--- src/hdl/rsc_enc_pkg.sv ---
`timescale 1ns / 1ps
// ----------------------------------------------------------------------------
// Recursive systematic encoder package
// Shared widths, register indexes, reset values and the configuration type.
// ----------------------------------------------------------------------------
package rsc_enc_pkg;

   localparam int SYMBOL_BITS    = 4;
   localparam int POLY_BITS      = 7;
   localparam int WIDTH_REG_BITS = 3;
   localparam int CSR_ADDR_BITS  = 3;
   localparam int CSR_DATA_BITS  = 7;
   localparam int REQ_DATA_BITS  = 8;
   localparam int RSP_DATA_BITS  = 8;

   localparam int DEF_STATE_BITS     = 6;
   localparam int DEF_MAX_INPUT_BITS = 4;

   localparam logic [CSR_ADDR_BITS-1:0] REG_INPUT_WIDTH   = 3'd0;
   localparam logic [CSR_ADDR_BITS-1:0] REG_FEEDBACK_POLY = 3'd1;
   localparam logic [CSR_ADDR_BITS-1:0] REG_FF_POLY_0     = 3'd2;
   localparam logic [CSR_ADDR_BITS-1:0] REG_FF_POLY_1     = 3'd3;
   localparam logic [CSR_ADDR_BITS-1:0] REG_FF_POLY_2     = 3'd4;
   localparam logic [CSR_ADDR_BITS-1:0] REG_FF_POLY_3     = 3'd5;

   localparam logic [WIDTH_REG_BITS-1:0] RST_INPUT_WIDTH   = 3'd1;
   localparam logic [POLY_BITS-1:0]      RST_FEEDBACK_POLY = 7'd103;
   localparam logic [POLY_BITS-1:0]      RST_FF_POLY_0     = 7'd93;
   localparam logic [POLY_BITS-1:0]      RST_FF_POLY_N     = 7'd0;

   typedef struct packed {
      logic [SYMBOL_BITS-1:0]                sym_mask;
      logic [POLY_BITS-1:0]                  feedback_poly;
      logic [SYMBOL_BITS-1:0][POLY_BITS-1:0] ff_poly;
   } cfg_type;

endpackage

--- src/hdl/rsc_enc_csr.sv ---
`timescale 1ns / 1ps
// ----------------------------------------------------------------------------
// Recursive systematic encoder configuration registers
// Holds the width and polynomial registers and derives the symbol bit mask.
// ----------------------------------------------------------------------------
module rsc_enc_csr #(
   parameter int MAX_INPUT_BITS = rsc_enc_pkg::DEF_MAX_INPUT_BITS
) (
   input  logic                                   clock,
   input  logic                                   reset,
   input  logic                                   csr_we,
   input  logic [rsc_enc_pkg::CSR_ADDR_BITS-1:0]  csr_addr,
   input  logic [rsc_enc_pkg::CSR_DATA_BITS-1:0]  csr_wdata,
   output rsc_enc_pkg::cfg_type                   cfg
);

   localparam logic [rsc_enc_pkg::WIDTH_REG_BITS-1:0] MAX_K =
      rsc_enc_pkg::WIDTH_REG_BITS'(MAX_INPUT_BITS);

   logic [rsc_enc_pkg::WIDTH_REG_BITS-1:0] input_width_ff;
   logic [rsc_enc_pkg::POLY_BITS-1:0]      feedback_poly_ff;
   logic [rsc_enc_pkg::WIDTH_REG_BITS-1:0] k_eff;
   logic [rsc_enc_pkg::SYMBOL_BITS-1:0]    sym_mask;

   always_ff @(posedge clock) begin
      if (reset) begin
         input_width_ff   <= rsc_enc_pkg::RST_INPUT_WIDTH;
         feedback_poly_ff <= rsc_enc_pkg::RST_FEEDBACK_POLY;
      end else if (csr_we) begin
         if (csr_addr == rsc_enc_pkg::REG_INPUT_WIDTH) begin
            input_width_ff <= csr_wdata[rsc_enc_pkg::WIDTH_REG_BITS-1:0];
         end
         if (csr_addr == rsc_enc_pkg::REG_FEEDBACK_POLY) begin
            feedback_poly_ff <= csr_wdata;
         end
      end
   end

   for (genvar j = 0; j < rsc_enc_pkg::SYMBOL_BITS; j++) begin : g_ff
      if (j < MAX_INPUT_BITS) begin : g_reg
         localparam logic [rsc_enc_pkg::CSR_ADDR_BITS-1:0] ADDR =
            rsc_enc_pkg::REG_FF_POLY_0 + rsc_enc_pkg::CSR_ADDR_BITS'(j);
         logic [rsc_enc_pkg::POLY_BITS-1:0] poly_ff;

         always_ff @(posedge clock) begin
            if (reset) begin
               poly_ff <= (j == 0) ? rsc_enc_pkg::RST_FF_POLY_0
                                   : rsc_enc_pkg::RST_FF_POLY_N;
            end else if (csr_we && csr_addr == ADDR) begin
               poly_ff <= csr_wdata;
            end
         end
         assign cfg.ff_poly[j] = poly_ff;
      end else begin : g_none
         assign cfg.ff_poly[j] = '0;
      end
   end

   always_comb begin
      if (input_width_ff == '0) begin
         k_eff = rsc_enc_pkg::WIDTH_REG_BITS'(1);
      end else if (input_width_ff > MAX_K) begin
         k_eff = MAX_K;
      end else begin
         k_eff = input_width_ff;
      end
      for (int j = 0; j < rsc_enc_pkg::SYMBOL_BITS; j++) begin
         sym_mask[j] = (rsc_enc_pkg::WIDTH_REG_BITS'(j) < k_eff);
      end
   end

   assign cfg.sym_mask      = sym_mask;
   assign cfg.feedback_poly = feedback_poly_ff;

endmodule

--- src/hdl/rsc_enc_core.sv ---
`timescale 1ns / 1ps
// ----------------------------------------------------------------------------
// Recursive systematic encoder datapath
// Encoder state, combinational parity update and the result register.
// ----------------------------------------------------------------------------
module rsc_enc_core #(
   parameter int STATE_BITS = rsc_enc_pkg::DEF_STATE_BITS
) (
   input  logic                                  clock,
   input  logic                                  reset,
   input  rsc_enc_pkg::cfg_type                  cfg,
   input  logic                                  in_valid,
   output logic                                  in_ready,
   input  logic [rsc_enc_pkg::SYMBOL_BITS-1:0]   in_symbol,
   input  logic                                  in_last,
   output logic                                  out_valid,
   input  logic                                  out_ready,
   output logic                                  out_parity,
   output logic [rsc_enc_pkg::SYMBOL_BITS-1:0]   out_systematic,
   output logic                                  out_end_of_block,
   output logic                                  out_not_terminated
);

   localparam int PW = STATE_BITS + 1;

   logic [STATE_BITS-1:0] state_ff;
   logic [STATE_BITS-1:0] state_in;
   logic                  valid_ff;
   logic                  parity_ff;
   logic                  parity_in;
   logic [rsc_enc_pkg::SYMBOL_BITS-1:0] sys_ff;
   logic [rsc_enc_pkg::SYMBOL_BITS-1:0] sys_in;
   logic                  eob_ff;
   logic                  nterm_ff;
   logic                  nterm_in;
   logic                  accept;

   logic [rsc_enc_pkg::SYMBOL_BITS-1:0][PW-1:0] ff_ext;
   logic [PW-1:0]         fb_ext;
   logic [PW-1:0]         t_val;
   logic [PW-1:0]         r_val;
   logic [STATE_BITS-1:0] nxt;

   for (genvar i = 0; i < PW; i++) begin : g_ext
      if (i < rsc_enc_pkg::POLY_BITS) begin : g_bit
         assign fb_ext[i] = cfg.feedback_poly[i];
         for (genvar j = 0; j < rsc_enc_pkg::SYMBOL_BITS; j++) begin : g_j
            assign ff_ext[j][i] = cfg.ff_poly[j][i];
         end
      end else begin : g_zero
         assign fb_ext[i] = 1'b0;
         for (genvar j = 0; j < rsc_enc_pkg::SYMBOL_BITS; j++) begin : g_j
            assign ff_ext[j][i] = 1'b0;
         end
      end
   end

   always_comb begin
      sys_in = in_symbol & cfg.sym_mask;
      t_val  = {1'b0, state_ff};
      for (int j = 0; j < rsc_enc_pkg::SYMBOL_BITS; j++) begin
         if (sys_in[j]) begin
            t_val = t_val ^ ff_ext[j];
         end
      end
      parity_in = t_val[0];
      r_val     = parity_in ? (t_val ^ fb_ext) : t_val;
      nxt       = r_val[PW-1:1];
      nterm_in  = in_last && (nxt != '0);
      state_in  = in_last ? '0 : nxt;
   end

   assign in_ready = !valid_ff || out_ready;
   assign accept   = in_valid && in_ready;

   always_ff @(posedge clock) begin
      if (reset) begin
         valid_ff <= 1'b0;
         state_ff <= '0;
      end else begin
         if (in_ready) begin
            valid_ff <= in_valid;
         end
         if (accept) begin
            state_ff <= state_in;
         end
      end
   end

   always_ff @(posedge clock) begin
      if (accept) begin
         parity_ff <= parity_in;
         sys_ff    <= sys_in;
         eob_ff    <= in_last;
         nterm_ff  <= nterm_in;
      end
   end

   assign out_valid          = valid_ff;
   assign out_parity         = parity_ff;
   assign out_systematic     = sys_ff;
   assign out_end_of_block   = eob_ff;
   assign out_not_terminated = nterm_ff;

endmodule

--- src/hdl/recursive_systematic_conv_encoder.sv ---
`timescale 1ns / 1ps
// ----------------------------------------------------------------------------
// Recursive systematic convolutional encoder
// Rate k/(k+1) encoder with a programmable feedback polynomial and up to four
// feed-forward polynomials, one symbol of k message bits per word.
// ----------------------------------------------------------------------------
// Each accepted word yields one result word in the next cycle, and a new word is
// taken every clock while the result side keeps up, so the throughput is one
// symbol per cycle. The state update is a single XOR pass from the encoder
// state register to the result register. A word marked last reports whether
// the final state is nonzero and returns the state to zero.
module recursive_systematic_conv_encoder #(
   parameter int STATE_BITS     = rsc_enc_pkg::DEF_STATE_BITS,
   parameter int MAX_INPUT_BITS = rsc_enc_pkg::DEF_MAX_INPUT_BITS
) (
   input  logic                                  clock,
   input  logic                                  reset,
   input  logic                                  req_tvalid,
   output logic                                  req_tready,
   // symbol[3:0], zero pad [7:4]
   input  logic [rsc_enc_pkg::REQ_DATA_BITS-1:0] req_tdata,
   input  logic                                  req_tlast,
   output logic                                  rsp_tvalid,
   input  logic                                  rsp_tready,
   // parity[0], systematic[4:1], zero pad [7:5]
   output logic [rsc_enc_pkg::RSP_DATA_BITS-1:0] rsp_tdata,
   // not_terminated[0]
   output logic                                  rsp_tuser,
   output logic                                  rsp_tlast,
   input  logic                                  csr_we,
   input  logic [rsc_enc_pkg::CSR_ADDR_BITS-1:0] csr_addr,
   input  logic [rsc_enc_pkg::CSR_DATA_BITS-1:0] csr_wdata
);

   rsc_enc_pkg::cfg_type                cfg;
   logic                                parity;
   logic [rsc_enc_pkg::SYMBOL_BITS-1:0] systematic;

   rsc_enc_csr #(
      .MAX_INPUT_BITS (MAX_INPUT_BITS)
   ) u_csr (
      .clock     (clock),
      .reset     (reset),
      .csr_we    (csr_we),
      .csr_addr  (csr_addr),
      .csr_wdata (csr_wdata),
      .cfg       (cfg)
   );

   rsc_enc_core #(
      .STATE_BITS (STATE_BITS)
   ) u_core (
      .clock              (clock),
      .reset              (reset),
      .cfg                (cfg),
      .in_valid           (req_tvalid),
      .in_ready           (req_tready),
      .in_symbol          (req_tdata[rsc_enc_pkg::SYMBOL_BITS-1:0]),
      .in_last            (req_tlast),
      .out_valid          (rsp_tvalid),
      .out_ready          (rsp_tready),
      .out_parity         (parity),
      .out_systematic     (systematic),
      .out_end_of_block   (rsp_tlast),
      .out_not_terminated (rsp_tuser)
   );

   assign rsp_tdata = {{(rsc_enc_pkg::RSP_DATA_BITS - rsc_enc_pkg::SYMBOL_BITS - 1){1'b0}},
                       systematic, parity};

endmodule
--- config.mk ---
export PLATFORM = sky130hd
export DESIGN_NAME = recursive_systematic_conv_encoder
export DESIGN_NICKNAME = d
export VERILOG_FILES = /design/src/hdl/rsc_enc_pkg.sv /design/src/hdl/rsc_enc_csr.sv /design/src/hdl/rsc_enc_core.sv /design/src/hdl/recursive_systematic_conv_encoder.sv
export SDC_FILE = /design/constraint.sdc
export NUM_CORES = 1
export LEC_CHECK = 0
export BUFFER_PORTS_ARGS = -buffer_cell sky130_fd_sc_hd__buf_2
export CORE_MARGIN = 3
export CORE_UTILIZATION = 40
export DETAILED_ROUTE_END_ITERATION = 7
export GPL_TIMING_DRIVEN = 0
export PLACE_DENSITY = 0.67
export SLEW_MARGIN = 20
export SYNTH_ARGS = -nofsm -noshare
export SYNTH_HDL_FRONTEND = slang
export SYNTH_SLANG_ARGS = --single-unit
--- constraint.sdc ---
create_clock -name clock -period 2.7 [get_ports clock]
set_input_delay 0.54 -clock clock [delete_from_list [all_inputs] [get_ports clock]]
set_output_delay 0.54 -clock clock [all_outputs]
set_load 0.02 [all_outputs]
==> qor.yml, run 1 <==
drc_errors: 0
vias: 1849
grt_pass1_vias: 1853
multiInputGateArea_um2: 1370
maxCapViolCount: 0
initial_core_util: 0.422
final_util: 0.481
crit_path_cell_trace: "a21o_4 > and3_1 > xnor3_2 > inv_2 > buf_6 > a21oi_1 > or4_1 > o31a_1"
power_density_nw_per_um2: 538
ys.flop_type: "dfxtp_1"
crit_fanout: 10
area_growth_syn_to_layout_pct: 14.0
crit_path_top_delay_cell: "or4_1"
diodes: 0
synth_compound_area_frac: 0.0891
netlist_instances: 246
syn_avg_cell_area_um2: 10.3
gp_congestion: 0.873
synth_edf_count: 7
synth_cell_types: 39
fin_skew_ns: 0.0101
fmax_mhz: 383
critical_path_class: "reg2reg"
status: "finished, final reports clean"
hold_violations: 0
peakVddDrop_mv: 0.239
cts.clk_slew.worst_paths_ns: 0.09
io_pins: 36
drive_gt1_frac: 0.185
synth_xor_area_frac: 0.140
yosys-mux-area-fraction: 0.106
dp_hpwl_um: 4420
ctsHoldBuffers: 0
fin_nets: 304
grt_use_total: 0.169
cts_buffer_depth: 2
wire_per_inst_um: 16.6
period_share: 0.967
regArea_um2: 1090
synth-simple-area-share: 0.189
h-tree-depth: 2
power.total_mw: 1.56
root_buffer: "clkbuf_8"
cts_tree: "yes"
clock_sinks: 51
core_area_um2: 6030
clkLatencyLatePin_ns: 0.30
dp_slack_ns: -0.187
ys_seq_area_frac: 0.429
routed_wl_um: 5920
fill_cells: 572
numCtsBuffers: 5
antenna_found_initial: 0
setup_viol: 0
synthArstFlopShare: 0
final_common_cell: "dfxtp_1"
gr-total-overflow: 0
die_area_um2: 7350
vias_per_cell: 5.19
critPathLaunchType: "flip-flop"
max_stage_delay_ns: 0.48
fin_crit_ns: 2.61
die_w_um: 85.7
p_leak_nw: 1.35
synth_top_family_by_area: "simple AND/OR/NAND/NOR gates"
hold_path.class: "in2reg"
firstDrtPassIters: 4
die_h_um: 85.7
yosysWarnings: 0
drt_iter0_drc: 76
maxSlewHeadroom: 0.493
worstMarginPinSlew_ns: 0.756
worstPathArrival_ns: 2.66
row_count: 28
final_cell_mix: "dfxtp_1, nor2_1, mux2i_1"
port_buffers: 25
required_ns: 2.75
final.setup.tns_ns: 0
grt_max_degree: 16
slew_violations: 0
syn_area_um2: 2540
antenna_left: 0
synth-adder-area-share: 0
grt_first_pass_wirelength_um: 9570
ys_ff_latch: 51
end_kind: "flip-flop"
setup_ws_ns: 0.0890
-- Yosys cell counts (all sizes together), types with 7 or more instances --
cell	instances	share of area
nor2	30	0.044
a21oi	11	0.023
edfxtp	7	0.083
mux2i	27	0.11
and3	10	0.025
clkbuf	8	0.012
buf	8	0.027
nor2b	9	0.022
a211o	10	0.034
xnor3	9	0.080
nand2	22	0.032
dfxtp	44	0.35
nand3	15	0.035
-- layer usage --
layer | up-vias | wire length [um] | global-route usage
met5 | - | 0 | 0
met4 | 0 | 64 | 0.0504
met3 | 6 | 266 | 0.0365
met2 | 34 | 2840 | 0.285
met1 | 885 | 2750 | 0.219
li1 | 924 | - | -
-- power breakdown --
part | internal (mW) | switching (mW) | total (mW)
clock | 0.278 | 0.246 | 0.524
combinational | 0.101 | 0.125 | 0.226
sequential | 0.796 | 0.0138 | 0.809
-- cell families (layout without fill, tap and decap cells) --
group / after synthesis / in the layout
buffers and inverters: 20 / 53
AND/OR/NAND/NOR: 98 / 98
XOR/XNOR: 16 / 16
AO/OA/AOI/OAI: 33 / 33
multiplexers: 27 / 27
other: 1 / 3
flip-flops: 51 / 51
-- final timing paths --
check / startpoint / end / slack, ns / cells after the start
max: u_csr.input_width_ff[1] / u_core.out_not_terminated / 0.09 / 8
min: req_tlast / u_core.out_end_of_block / 0.44 / 1
max reg2reg: u_csr.input_width_ff[1] / u_core.out_not_terminated / 0.09 / 8
min reg2reg: u_core.state_ff[1] / u_core.state_ff[1] / 0.46 / 2
-- final cells by class --
cell class              instances  share of cell area
multi-input cells             177               0.472
clock inverters                 1              0.0104
plain buffers                  16              0.0341
clock buffers                   7              0.0263
well taps                      75              0.0324
repair buffers                 25              0.0432
inverters                       4             0.00518
flip-flops and latches         51               0.377
-- flip-flops by register name, summed over array words and instances, names as in the netlist --
name	cells
u_core.out_end_of_block	1
u_core.out_not_terminated	1
u_core.out_parity	1
u_core.out_systematic	4
u_core.out_valid	1
u_core.state_ff	6
u_csr.feedback_poly_ff	6
u_csr.g_ff.g_reg.poly_ff	28
u_csr.input_width_ff	3
-- worst max-delay path, delay by kind of cell, from the launching register on --
family | cells | cell delay, ns
flops | 1 | 0.42
xor+xnor | 1 | 0.47
compound gates | 3 | 0.57
simple gates | 2 | 0.64
buf+inv | 2 | 0.25
-- through the flow --
stage | cell area, um2 | hold slack (ns) | cells
detailed placement | 2770 | 0.451 | 348
global placement | 2770 | 0.442 | 348
CTS | 2880 | 0.437 | 356
floorplan | 2550 | 0.432 | 248
finish | 2900 | 0.442 | 356
global route | 2900 | 0.443 | 356
-- repair_timing --
action	in CTS	in global routing
setup endpoints to repair	1	1
buffers inserted	0	0
gates resized for setup	3	4
hold endpoints to repair	0	0
pin swaps	0	2
No activity file was read; power rests on OpenSTA's default activity.
==> inputs of run 2 (changes only) <==
Settings changed: CORE_UTILIZATION 40 to 45, PLACE_DENSITY 0.67 to 0.68.
==> run 2 against run 1 <==
  * Flip-flop and latch count is the same
  * Largest power group unchanged
  * Critical path depth decreased by 1
  * Sequential power is essentially flat
  * Final cell count fell by 1.4%
  * Clock power grew 21%
  * Combinational power about the same
==> qor.yml, run 2 (synthesis gave the netlist of run 1 again) <==
worstPathArrival_ns: 2.69
crit_fanout: 10
fin_nets: 304
critPathLaunchType: "flip-flop"
firstDrtPassIters: 4
setup_ws_ns: 0.0900
root_buffer: "clkbuf_8"
fmax_mhz: 383
vias: 1864
drc_errors: 0
row_count: 26
grt_max_degree: 17
initial_core_util: 0.482
cts.clk_slew.worst_paths_ns: 0.10
fin_skew_ns: 0.00758
maxCapViolCount: 0
numCtsBuffers: 5
p_clk_frac: 0.379
slew_violations: 0
top_register: "u_csr.g_ff.g_reg.poly_ff"
area_growth_syn_to_layout_pct: 14.9
final.setup.tns_ns: 0
p_comb_frac: 0.136
switchingPower_uw: 404
h-tree-depth: 2
gp_congestion: 0.864
final_util: 0.554
post_cts_buffers: 0
wire_per_inst_um: 16.9
final-instance-count-excl-fill: 351
rsz0062_at_grt: "false"
grt_pass1_vias: 1784
final_cell_mix: "dfxtp_1, nor2_1, mux2i_1"
drive_gt1_frac: 0.189
p_leak_nw: 1.37
core_area_um2: 5270
seq_power_share: 0.485
hold_path.class: "in2reg"
fin_area_um2: 2920
clkLatencyLatePin_ns: 0.31
wl_met2_um: 2710
gr-total-overflow: 0
antenna_found_initial: 0
status: "finished, final reports clean"
grt_use_total: 0.196
cts_buffer_depth: 2
m1WireLength_um: 2720
place_inst: 343
largestRegisters: "u_csr.g_ff.g_reg.poly_ff x28, u_core.state_ff x6, u_csr.feedback_poly_ff x6"
die_h_um: 81.2
clock_sinks: 51
port_buffers: 25
p_sw_frac: 0.242
power_density_nw_per_um2: 571
grt_first_pass_wirelength_um: 9300
vias_per_cell: 5.31
peakVddDrop_mv: 0.425
io_pins: 36
die_area_um2: 6590
topRoutingLayerUsed: "met4"
fill_cells: 490
routed_wl_um: 5920
intPower_mw: 1.27
drt_iter0_drc: 126
wl_met3_um: 433
critical_path_class: "reg2reg"
largest_reg_flops: 28
fin_crit_ns: 2.61
antenna_left: 0
dp_hpwl_um: 4250
cts_tree: "yes"
period_share: 0.967
hold_violations: 0
dp_slack_ns: -0.142
end_kind: "flip-flop"
placed_area_um2: 2770
hold_ws_ns: 0.428
worstMarginPinSlew_ns: 0.763
power.total_mw: 1.67
diodes: 0
required_ns: 2.78
die_w_um: 81.2
final_common_cell: "dfxtp_1"
maxSlewHeadroom: 0.488
setup_viol: 0
[run 2: what timing repair did]
action,CTS,global route
hold buffers,0,0
resized for setup,2,4
pin swaps,0,2
endpoints found under the setup margin,1,1
[run 2: final cells by class]
type / instances / area, um2 / area share
Sequential cell: 51 / 1090 / 0.374
Timing Repair Buffer: 25 / 125 / 0.0428
Buffer: 16 / 98.8 / 0.0338
Clock inverter: 3 / 67.6 / 0.0231
Inverter: 4 / 15.0 / 0.00514
Tap cell: 70 / 87.6 / 0.0300
Multi-Input combinational cell: 177 / 1370 / 0.468
Clock buffer: 5 / 68.8 / 0.0236
[run 2: worst paths after layout]
path | start | endpoint | slack, ns | cells past startpoint
max | u_csr.input_width_ff[2] | u_core.out_not_terminated | 0.09 | 7
min | req_tlast | u_core.out_end_of_block | 0.43 | 1
max reg2reg | u_csr.input_width_ff[2] | u_core.out_not_terminated | 0.09 | 7
min reg2reg | u_core.state_ff[1] | u_core.state_ff[1] | 0.47 | 2
[run 2: metal layers]
layer | GRT usage | vias up
li1 | - | 919
met5 | 0 | -
met1 | 0.269 | 883
met2 | 0.302 | 58
met3 | 0.0543 | 4
met4 | 0.0591 | 0
[run 2: power by group through the flow]
stage	clock [mW]	combinational (mW)	sequential [mW]
2_1_floorplan	0	0.148	0.831
3_3_place_gp	0	0.220	0.825
3_5_place_dp	0	0.224	0.826
4_1_cts	0.649	0.225	0.809
5_1_grt	0.678	0.247	0.812
6_report	0.633	0.227	0.809
[run 2: critical path, stage by stage, from the launching register on]
cell     delay (ns)
dfxtp_2        0.39
buf_6          0.16
nand3_1        0.10
xnor3_1        0.40
xor3_1         0.42
and3_1         0.21
or4_1          0.41
o31a_1         0.29
==> inputs of run 3 (changes only) <==
Settings changed: CORE_MARGIN 3 to default, HOLD_SLACK_MARGIN from default to 0.08, SKIP_CTS_REPAIR_TIMING from default to 1.
==> run 3 against run 2 <==
  * Fmax is 0.78% higher
  * Non-clock buffer count unchanged
  * Clock skew is 0.0042 ns lower
  * Flip-flop and latch count stayed put
  * Sequential power about the same
  * First-iteration DRC count is 21% lower
  * Clock power shrank 28%
  * Worst setup slack better by 0.020 ns
  * Via count decreased by 1.4%
  * Critical path type is now in2reg
  * Largest cell class unchanged
  * Largest power group unchanged
==> qor.yml, run 3 (synthesis gave the netlist of run 1 again) <==
hold_start: "req_tlast"
area_growth_syn_to_layout_pct: 13.4
p_leak_nw: 1.35
grt_max_degree: 16
timing.rr.start: "u_csr.input_width_ff[1]"
rsz0062_at_grt: "false"
gp_congestion: 0.827
top_register: "u_csr.g_ff.g_reg.poly_ff"
grt_first_pass_wirelength_um: 9100
die_w_um: 77.2
worstPathArrival_ns: 2.65
min_to: "u_core.out_end_of_block"
final_common_cell: "dfxtp_1"
diodes: 0
die_h_um: 77.2
crit_fanout: 8
critPathLaunchType: "input pin"
numCtsBuffers: 5
grt_use_total: 0.206
core_area_um2: 5470
final_cell_mix: "dfxtp_1, nor2_1, mux2i_1"
antenna_left: 0
port_buffers: 25
dp_hpwl_um: 4110
wire_per_inst_um: 15.8
clkLatencyLatePin_ns: 0.30
rr_worst_depth: 8
status: "finished, final reports clean"
drive_gt1_frac: 0.189
cts_buffer_depth: 2
root_buffer: "clkbuf_8"
gr-total-overflow: 0
grt_pass1_vias: 1724
worstMarginPinSlew_ns: 0.838
die_area_um2: 5950
reg2reg_to: "u_core.out_not_terminated"
hold_path_depth: 1
final.setup.tns_ns: 0
vias_per_cell: 5.21
maxSlewHeadroom: 0.438
vias: 1838
critPathLaunch: "req_tdata[0]"
fmax_mhz: 386
setup_viol: 0
r2r_slack_ns: 0.13
slew_violations: 0
hold_violations: 0
power.total_mw: 1.49
critical_path_class: "in2reg"
io_pins: 36
fin_skew_ns: 0.00334
period_share: 0.959
required_ns: 2.76
h-tree-depth: 2
initial_core_util: 0.465
row_count: 27
cts.clk_slew.worst_paths_ns: 0.09
end_kind: "flip-flop"
drt_iter0_drc: 99
fill_cells: 508
cts_tree: "yes"
drc_errors: 0
largestRegisters: "u_csr.g_ff.g_reg.poly_ff x28, u_core.state_ff x6, u_csr.feedback_poly_ff x6"
largest_reg_flops: 28
hold_path.class: "in2reg"
routed_wl_um: 5580
clock_sinks: 51
peakVddDrop_mv: 0.250
firstDrtPassIters: 4
antenna_found_initial: 0
fin_nets: 304
power_density_nw_per_um2: 516
maxCapViolCount: 0
fin_crit_ns: 2.59
==> run 3: changes by cell type in the layout (fill, tap and decap cells not counted), sizes merged <==
cell / change
bufinv: -2
clkbuf: +1
clkinv: +1
==> run 3: how the worst max path moves through the flow <==
stage                                      to
floorplan           u_core.out_not_terminated
global placement    u_core.out_not_terminated
detailed placement  u_core.out_not_terminated
CTS                 u_core.out_not_terminated
global route        u_core.out_not_terminated
finish              u_core.out_not_terminated
==> run 3: critical path, cell delays in order <==
cell	delay, ns
clkbuf_2	0.19
nand2_1	0.10
xnor3_1	0.41
xor3_1	0.40
and3_1	0.20
or4_1	0.53
o31a_1	0.29
==> run 3: cell type report <==
type,instances,area [um2],share of cell area
tap,72,90.1,0.0313
sequential,51,1090,0.379
buffer,16,98.8,0.0343
timing repair buffer,25,125,0.0434
multi-input combinational,177,1370,0.474
clock inverter,2,11.3,0.00391
inverter,4,15.0,0.00521
clock buffer,6,82.6,0.0286
==> run 3: power breakdown <==
group          internal (mW)  switching, mW
clock                  0.205          0.251
combinational          0.101          0.123
sequential             0.796         0.0136
==> run 3: stage by stage <==
| stage | setup WS, ns | hold WS, ns | cells | utilization | area (um2) |
|---|---|---|---|---|---|
| after floorplan | 0.0755 | 0.432 | 248 | - | 2550 |
| after global placement | -0.155 | 0.442 | 345 | 0.505 | 2770 |
| after detailed placement | -0.165 | 0.453 | 345 | 0.506 | 2770 |
| after CTS | -0.0847 | 0.440 | 353 | 0.523 | 2860 |
| after global routing | 0.0306 | 0.428 | 353 | 0.527 | 2880 |
| final | 0.110 | 0.443 | 353 | 0.527 | 2880 |
==> run 3: layer usage <==
metal	vias up	wire length [um]	global-route usage
met1	881	2610	0.270
met3	5	214	0.0393
met2	28	2690	0.340
li1	924	-	-
met4	0	70	0.0660
met5	-	0	0
